### config.mk
export PLATFORM = sky130hd
export DESIGN_NAME = add_days_to_date_unit
export DESIGN_NICKNAME = d
export VERILOG_FILES = /design/src/hdl/adtd_pkg.sv /design/src/hdl/add_days_to_date_unit.sv /design/src/hdl/adtd_alu.sv
export SDC_FILE = /design/constraint.sdc
export NUM_CORES = 1
export LEC_CHECK = 0
export BUFFER_PORTS_ARGS = -buffer_cell sky130_fd_sc_hd__buf_2
export CAP_MARGIN = 20
export CORE_UTILIZATION = 25
export CTS_CLUSTER_DIAMETER = 100
export DETAILED_ROUTE_END_ITERATION = 8
export HOLD_SLACK_MARGIN = 0.05
export SETUP_SLACK_MARGIN = 0.02
export SLEW_MARGIN = 25
export SYNTH_ARGS = -nofsm -noshare
export SYNTH_HDL_FRONTEND = slang
export SYNTH_SLANG_ARGS = --single-unit
### constraint.sdc
create_clock -name clk -period 6.2 [get_ports clk]
set_input_delay 0.93 -clock clk [delete_from_list [all_inputs] [get_ports clk]]
set_output_delay 0.93 -clock clk [all_outputs]
set_load 0.02 [all_outputs]
### src/hdl/adtd_pkg.sv
// shared types, constants and the month length table for the date adder
// no dependencies
package adtd_pkg;

  // field widths
  localparam int YearW    = 14;
  localparam int MonthW   = 4;
  localparam int DayW     = 5;
  localparam int AddW     = 16;
  localparam int StatusW  = 2;
  localparam int TotalW   = 17;
  localparam int InDataW  = 40;
  localparam int OutDataW = 32;

  // calendar constants
  localparam logic [YearW-1:0]  YEAR_LIMIT  = 14'd9999;
  localparam logic [YearW-1:0]  CYCLE_YEARS = 14'd400;
  localparam logic [YearW-1:0]  CYCLE_LAST  = 14'd399;
  localparam logic [YearW-1:0]  CENTURY_1   = 14'd100;
  localparam logic [YearW-1:0]  CENTURY_2   = 14'd200;
  localparam logic [YearW-1:0]  CENTURY_3   = 14'd300;
  localparam logic [MonthW-1:0] MONTH_FIRST = 4'd1;
  localparam logic [MonthW-1:0] MONTH_FEB   = 4'd2;
  localparam logic [MonthW-1:0] MONTH_LAST  = 4'd12;
  localparam logic [DayW-1:0]   DAYS_FEB_LEAP = 5'd29;
  localparam logic [DayW-1:0]   DAYS_FEB      = 5'd28;
  localparam logic [DayW-1:0]   DAYS_SHORT    = 5'd30;
  localparam logic [DayW-1:0]   DAYS_LONG     = 5'd31;

  // result status codes
  typedef enum logic [StatusW-1:0] {
    ST_OK        = 2'd0,
    ST_BAD_MONTH = 2'd1,
    ST_OVERFLOW  = 2'd2
  } status_t;

  // sequencer states
  typedef enum logic [2:0] {
    S_IDLE,
    S_MOD,
    S_SUM,
    S_WALK,
    S_DONE
  } state_t;

  // shared adder operation
  typedef enum logic {
    ALU_ADD,
    ALU_SUB
  } alu_op_t;

  // adder result flags
  typedef struct packed {
    logic [TotalW-1:0] res;
    logic              borrow;
    logic              zero;
  } alu_res_t;

  // days in month m (1..12), leap selects 29 for february
  function automatic logic [DayW-1:0] days_in(input logic [MonthW-1:0] m, input logic leap);
    logic [DayW-1:0] len;
    len = DAYS_LONG;
    case (m) inside
      MONTH_FEB:             len = leap ? DAYS_FEB_LEAP : DAYS_FEB;
      4'd4, 4'd6, 4'd9, 4'd11: len = DAYS_SHORT;
      default:               len = DAYS_LONG;
    endcase
    return len;
  endfunction

endpackage

### src/hdl/add_days_to_date_unit.sv
// date plus day count: top level with sequencer, working registers and output register
// depends on adtd_pkg and adtd_alu
//
//  channel | dir | handshake          | payload
//  s_      | in  | s_tvalid/s_tready  | s_tdata: start date and day count
//  m_      | out | m_tvalid/m_tready  | m_tdata: result date and status
//
// after a request is taken: S_MOD reduces the year modulo 400 (Y = year / 400, 0..24),
// S_SUM adds the lengths of the M = month - 1 earlier months, S_WALK subtracts one month
// length each (W months walked, about 2160 for the largest count), then S_DONE loads the
// output register and m_tvalid rises.
// every step goes through the one shared adder; a walk that runs past 9999 ends on its
// last subtraction, and a bad month or a start year past 9999 goes straight to done.
// rst is synchronous and clears the sequencer and the output valid flag.
// a result waiting on m_tready holds; the next request is taken meanwhile and waits in done.
module add_days_to_date_unit (
  input  logic                            clk,
  input  logic                            rst,
  input  logic                            s_tvalid,
  output logic                            s_tready,
  // [13:0] start_year, [17:14] start_month, [22:18] start_day, [38:23] days_to_add
  input  logic [adtd_pkg::InDataW-1:0]    s_tdata,
  output logic                            m_tvalid,
  input  logic                            m_tready,
  // [13:0] result_year, [17:14] result_month, [22:18] result_day, [24:23] status
  output logic [adtd_pkg::OutDataW-1:0]   m_tdata
);
  import adtd_pkg::*;

  state_t             state, state_next;
  logic [YearW-1:0]   year;
  logic [YearW-1:0]   yrem;
  logic [MonthW-1:0]  mon;
  logic [MonthW-1:0]  m;
  logic [TotalW-1:0]  total;
  status_t            status;
  logic               out_valid;
  logic [OutDataW-1:0] out_data;

  logic [YearW-1:0]   in_year;
  logic [MonthW-1:0]  in_month;
  logic [DayW-1:0]    in_day;
  logic [AddW-1:0]    in_add;
  logic               accept;
  logic               bad_month;
  logic               big_year;
  logic               leap;
  logic [DayW-1:0]    len;
  logic               fits;
  logic               load_out;

  alu_op_t            alu_op;
  logic [TotalW-1:0]  alu_a;
  logic [TotalW-1:0]  alu_b;
  alu_res_t           alu_out;

  // unpack request
  assign in_year   = s_tdata[13:0];
  assign in_month  = s_tdata[17:14];
  assign in_day    = s_tdata[22:18];
  assign in_add    = s_tdata[38:23];
  assign accept    = s_tvalid && s_tready;
  assign bad_month = (in_month < MONTH_FIRST) || (in_month > MONTH_LAST);
  assign big_year  = in_year > YEAR_LIMIT;

  // leap rule on the year modulo 400
  assign leap = (yrem[1:0] == 2'b00) && (yrem != CENTURY_1) && (yrem != CENTURY_2)
                && (yrem != CENTURY_3);
  assign len  = days_in(m, leap);

  // operand select for the shared adder
  always_comb begin
    alu_op = ALU_ADD;
    alu_a  = total;
    alu_b  = {{(TotalW-DayW){1'b0}}, len};
    unique case (state)
      S_MOD: begin
        alu_op = ALU_SUB;
        alu_a  = {{(TotalW-YearW){1'b0}}, yrem};
        alu_b  = {{(TotalW-YearW){1'b0}}, CYCLE_YEARS};
      end
      S_WALK: begin
        alu_op = ALU_SUB;
      end
      default: begin
        alu_op = ALU_ADD;
      end
    endcase
  end

  adtd_alu u_alu (
    .op     (alu_op),
    .a      (alu_a),
    .b      (alu_b),
    .result (alu_out)
  );

  // remainder fits in the current month
  assign fits = alu_out.borrow || alu_out.zero;

  // next state
  always_comb begin
    state_next = state;
    unique case (state)
      S_IDLE: begin
        if (accept) begin
          state_next = (bad_month || big_year) ? S_DONE : S_MOD;
        end
      end
      S_MOD: begin
        if (alu_out.borrow) state_next = S_SUM;
      end
      S_SUM: begin
        if (m == mon) state_next = S_WALK;
      end
      S_WALK: begin
        if (fits || ((m == MONTH_LAST) && (year == YEAR_LIMIT))) state_next = S_DONE;
      end
      S_DONE: begin
        if (load_out) state_next = S_IDLE;
      end
      default: state_next = S_IDLE;
    endcase
  end

  // handshake outputs
  always_comb begin
    s_tready = (state == S_IDLE);
    load_out = (state == S_DONE) && (!out_valid || m_tready);
  end

  // sequencer state
  always_ff @(posedge clk) begin
    if (rst) begin
      state <= S_IDLE;
    end else begin
      state <= state_next;
    end
  end

  // working registers
  always_ff @(posedge clk) begin
    unique case (state)
      S_IDLE: begin
        if (accept) begin
          year   <= in_year;
          yrem   <= in_year;
          mon    <= in_month;
          m      <= MONTH_FIRST;
          total  <= {{(TotalW-DayW){1'b0}}, in_day} + {{(TotalW-AddW){1'b0}}, in_add};
          status <= ST_OK;
          if (bad_month) begin
            status <= ST_BAD_MONTH;
            year   <= '0;
            m      <= '0;
            total  <= '0;
          end else if (big_year) begin
            status <= ST_OVERFLOW;
            year   <= YEAR_LIMIT;
            m      <= MONTH_LAST;
            total  <= {{(TotalW-DayW){1'b0}}, DAYS_LONG};
          end
        end
      end
      S_MOD: begin
        if (!alu_out.borrow) yrem <= alu_out.res[YearW-1:0];
      end
      S_SUM: begin
        if (m != mon) begin
          total <= alu_out.res;
          m     <= m + MonthW'(1);
        end else begin
          m <= MONTH_FIRST;
        end
      end
      S_WALK: begin
        if (!fits) begin
          total <= alu_out.res;
          if (m == MONTH_LAST) begin
            m <= MONTH_FIRST;
            if (year == YEAR_LIMIT) begin
              status <= ST_OVERFLOW;
              m      <= MONTH_LAST;
              total  <= {{(TotalW-DayW){1'b0}}, DAYS_LONG};
            end else begin
              year <= year + YearW'(1);
              yrem <= (yrem == CYCLE_LAST) ? '0 : yrem + YearW'(1);
            end
          end else begin
            m <= m + MonthW'(1);
          end
        end
      end
      default: begin
      end
    endcase
  end

  // output register
  always_ff @(posedge clk) begin
    if (rst) begin
      out_valid <= 1'b0;
    end else if (load_out) begin
      out_valid <= 1'b1;
    end else if (m_tready) begin
      out_valid <= 1'b0;
    end
  end

  always_ff @(posedge clk) begin
    if (load_out) begin
      out_data <= {{(OutDataW-YearW-MonthW-DayW-StatusW){1'b0}}, status, total[DayW-1:0],
                   m, year};
    end
  end

  assign m_tvalid = out_valid;
  assign m_tdata  = out_data;

endmodule

### src/hdl/adtd_alu.sv
// shared add/subtract unit used by every step of the date sequencer
// depends on adtd_pkg
module adtd_alu (
  input  adtd_pkg::alu_op_t               op,
  input  logic [adtd_pkg::TotalW-1:0]     a,
  input  logic [adtd_pkg::TotalW-1:0]     b,
  output adtd_pkg::alu_res_t              result
);
  import adtd_pkg::*;

  logic [TotalW:0] wide;

  // one adder, b inverted for subtract, top bit is the borrow
  always_comb begin
    if (op == ALU_SUB) begin
      wide = {1'b0, a} - {1'b0, b};
    end else begin
      wide = {1'b0, a} + {1'b0, b};
    end
    result.res    = wide[TotalW-1:0];
    result.borrow = (op == ALU_SUB) ? wide[TotalW] : 1'b0;
    result.zero   = (wide[TotalW-1:0] == '0);
  end

endmodule

==> impl_metrics.json <==
{
  "max_freq_mhz": 182,
  "cts_tree": "yes",
  "power.density_nw_per_um2": 481,
  "status": "finished, final reports clean",
  "final_hold_viol_count": 0,
  "power.total_mw": 3.33,
  "ys_top_cells_by_area": "edfxtp_1 40%, ha_1 6.5%, nand2_1 6.2%, o21ai_0 4.6%, xnor2_1 4.0%",
  "fin_crit_sh_pct": 88.7,
  "chipWidth_um": 156,
  "max_slew.worst_pin.slew_ps": 940,
  "cts-htree-levels": 3,
  "critPathCaptureType": "flip-flop",
  "antenna_found_initial": 0,
  "dieArea_um2": 24400,
  "synth_edf_count": 80,
  "synth_most_common_cell": "nand2_1",
  "grt_first_pass_wirelength_um": 25800,
  "cap_violations": 0,
  "hp-class": "reg -> reg",
  "port_buffers": 69,
  "drt_iter0_markers": 456,
  "routed-via-count": 5047,
  "final_nets": 780,
  "cp.arrival_ps": 5600,
  "synth_warnings": 0,
  "period_needed_ps": 5500,
  "crit_required_ps": 6300,
  "grt.overflow.total": 0,
  "yosysTopAreaCell": "edfxtp_1",
  "cp-start-kind": "flip-flop",
  "syn_area_per_cell_um2": 9.33,
  "post-cts-setup-buffer-count": 0,
  "maxSlewViolCount": 0,
  "start_util_pct": 25.4,
  "synth_common_cells": "98 x nand2_1, 80 x edfxtp_1, 54 x o21ai_0, 37 x nor2_1",
  "worstPathMaxFanout": 17,
  "grt_usage_pct": 13.7,
  "synthCells": 636,
  "critPathKind": "reg -> reg",
  "core_um2": 23400,
  "area_growth_pct": 16.9,
  "drt-wirelength-per-cell_um": 15.7,
  "drt.antenna.violating_nets": 0,
  "rsz0062_at_grt": "no",
  "gp_congestion": 0.873,
  "clock_skew_ps": 11.1,
  "first_pass_iters": 5,
  "vias_per_cell": 4.91,
  "yosysUniqueCellTypes": 69,
  "yosysTopAreaCellShare_pct": 40.5,
  "ctsResizeCount": 0,
  "grt_max_degree": 27,
  "numCtsBuffers": 9,
  "seq_area_frac_synth_pct": 41.8,
  "drt-total-wl_um": 16100,
  "clock-sinks": 84,
  "finalSetupTns_ps": 0,
  "final_layout_size_suffix_gt1_share_pct": 16.0,
  "clockBufferDepth": 2,
  "ctsHoldBuffers": 0,
  "die_h_um": 156,
  "leakage_nw": 2.65,
  "vdd_drop_max_mv": 0.195,
  "io_pins": 78,
  "slew_headroom_pct": 37.1,
  "num_rows": 56,
  "hpwlAfterDp_um": 12300,
  "drc": 0,
  "setup_viol": 0,
  "cts.clk_slew.worst_paths_ps": 70,
  "async_flop_share_pct": 0,
  "clock_latency_ps": 350,
  "cts_root_buffer": "clkbuf_16",
  "synth.cell_area_um2": 5940,
  "ys_seq_elements": 84,
  "first_global_vias": 4715,
  "n_antenna_cell": 0,
  "ys.flop_type": "edfxtp_1"
}
area by class of cell:
type	count	area (um^2)
fill	2536	16500
inverter	24	90.1
tap	319	399
sequential	84	2480
timing repair buffer	82	443
multi-input combinational	502	3250
clock buffer	10	229
clock inverter	6	48.8
flip-flops by register name, indices dropped and copies added (netlist names):
| register | flops |
|---|---|
| year | 14 |
| mon | 4 |
| m_tdata | 25 |
| m_tvalid | 1 |
| status | 2 |
| state | 3 |
| total | 17 |
| m | 4 |
| yrem | 14 |
worst max-delay path, stage by stage, from the launching register on:
cell and delay [ps]:
edfxtp_1 510, or4b_2 700, nor3_1 140, o21ai_0 140, a21boi_0 200, o22ai_1 100, o221ai_1 250, ha_1 160
a22oi_1 110, fa_1 480, a21o_1 220, a221o_1 380, a211oi_2 290, xor2_1 420, o31ai_1 230, nor4_4 540
a21oi_1 150, buf_4 230
through the flow:
stage | util [%] | instance area (um^2) | cells | hold slack (ps) | setup slack, ps
after CTS | 29.6 | 6940 | 1027 | 442 | 687
after global routing | 29.6 | 6940 | 1027 | 448 | 286
after floorplan | - | 5960 | 642 | 400 | 357
after detailed placement | 28.5 | 6660 | 1011 | 426 | 710
final | 29.6 | 6940 | 1027 | 439 | 700
after global placement | 28.5 | 6660 | 1011 | 406 | 724
placed cells by master (no fill, tap or decap), types with 7 or more instances in the layout:
| cell type | count |
|---|---|
| edfxtp_1 | 80 |
| o21ai_0 | 53 |
| nand2_1 | 98 |
| xnor2_1 | 27 |
| and3_1 | 10 |
| buf_4 | 13 |
| nand4_1 | 7 |
| inv_1 | 24 |
| a21oi_1 | 31 |
| nor2_1 | 36 |
| o22ai_1 | 13 |
| nor2b_1 | 7 |
| nand3_1 | 26 |
| o211ai_1 | 14 |
| nand2b_1 | 7 |
| conb_1 | 7 |
| clkbuf_16 | 9 |
| xor2_1 | 25 |
| ha_1 | 31 |
| buf_2 | 69 |
| nor3_1 | 8 |
metal layers:
layer | vias up | share of wire [%] | routed length, um | GRT usage (%)
met3 | 18 | 7.4 | 1190 | 3.11
met5 | - | 0 | 0 | 0
met2 | 198 | 43 | 6850 | 20.3
met1 | 2357 | 49 | 7830 | 19.9
li1 | 2474 | - | - | -
met4 | 0 | 1.3 | 206 | 3.69
cells by family (layout without fill, tap and decap cells):
logic type                 count (synthesis)  count (layout)  synth area share [%]
xor gates and xnor gates                  53              53                  7.95
buffers and inverters                     56             122                  4.05
adders and majority gates                 33              33                  7.21
and+or+nand+nor                          239             239                  20.0
muxes                                      4               4                 0.675
DFF                                       84              84                  41.8
other                                      1               7                0.0632
AOI/OAI and AO/OA                        166             166                  18.3
where the power goes:
group | internal (mW) | total (mW) | switching (mW)
clock | 0.276 | 0.516 | 0.240
sequential | 0.887 | 1.06 | 0.171
combinational | 0.636 | 1.76 | 1.12
total | 1.80 | 3.33 | 1.54
worst paths after layout:
check / from / end / slack, ps / cells after the start
worst min register to register: status[0] / m_tdata[23] / 440 / 0
worst min-delay path: status[0] / m_tdata[23] / 440 / 0
worst max-delay path: yrem[5] / total[15] / 700 / 17
worst max register to register: yrem[5] / total[15] / 700 / 17
No activity file was read; power rests on OpenSTA's default activity.
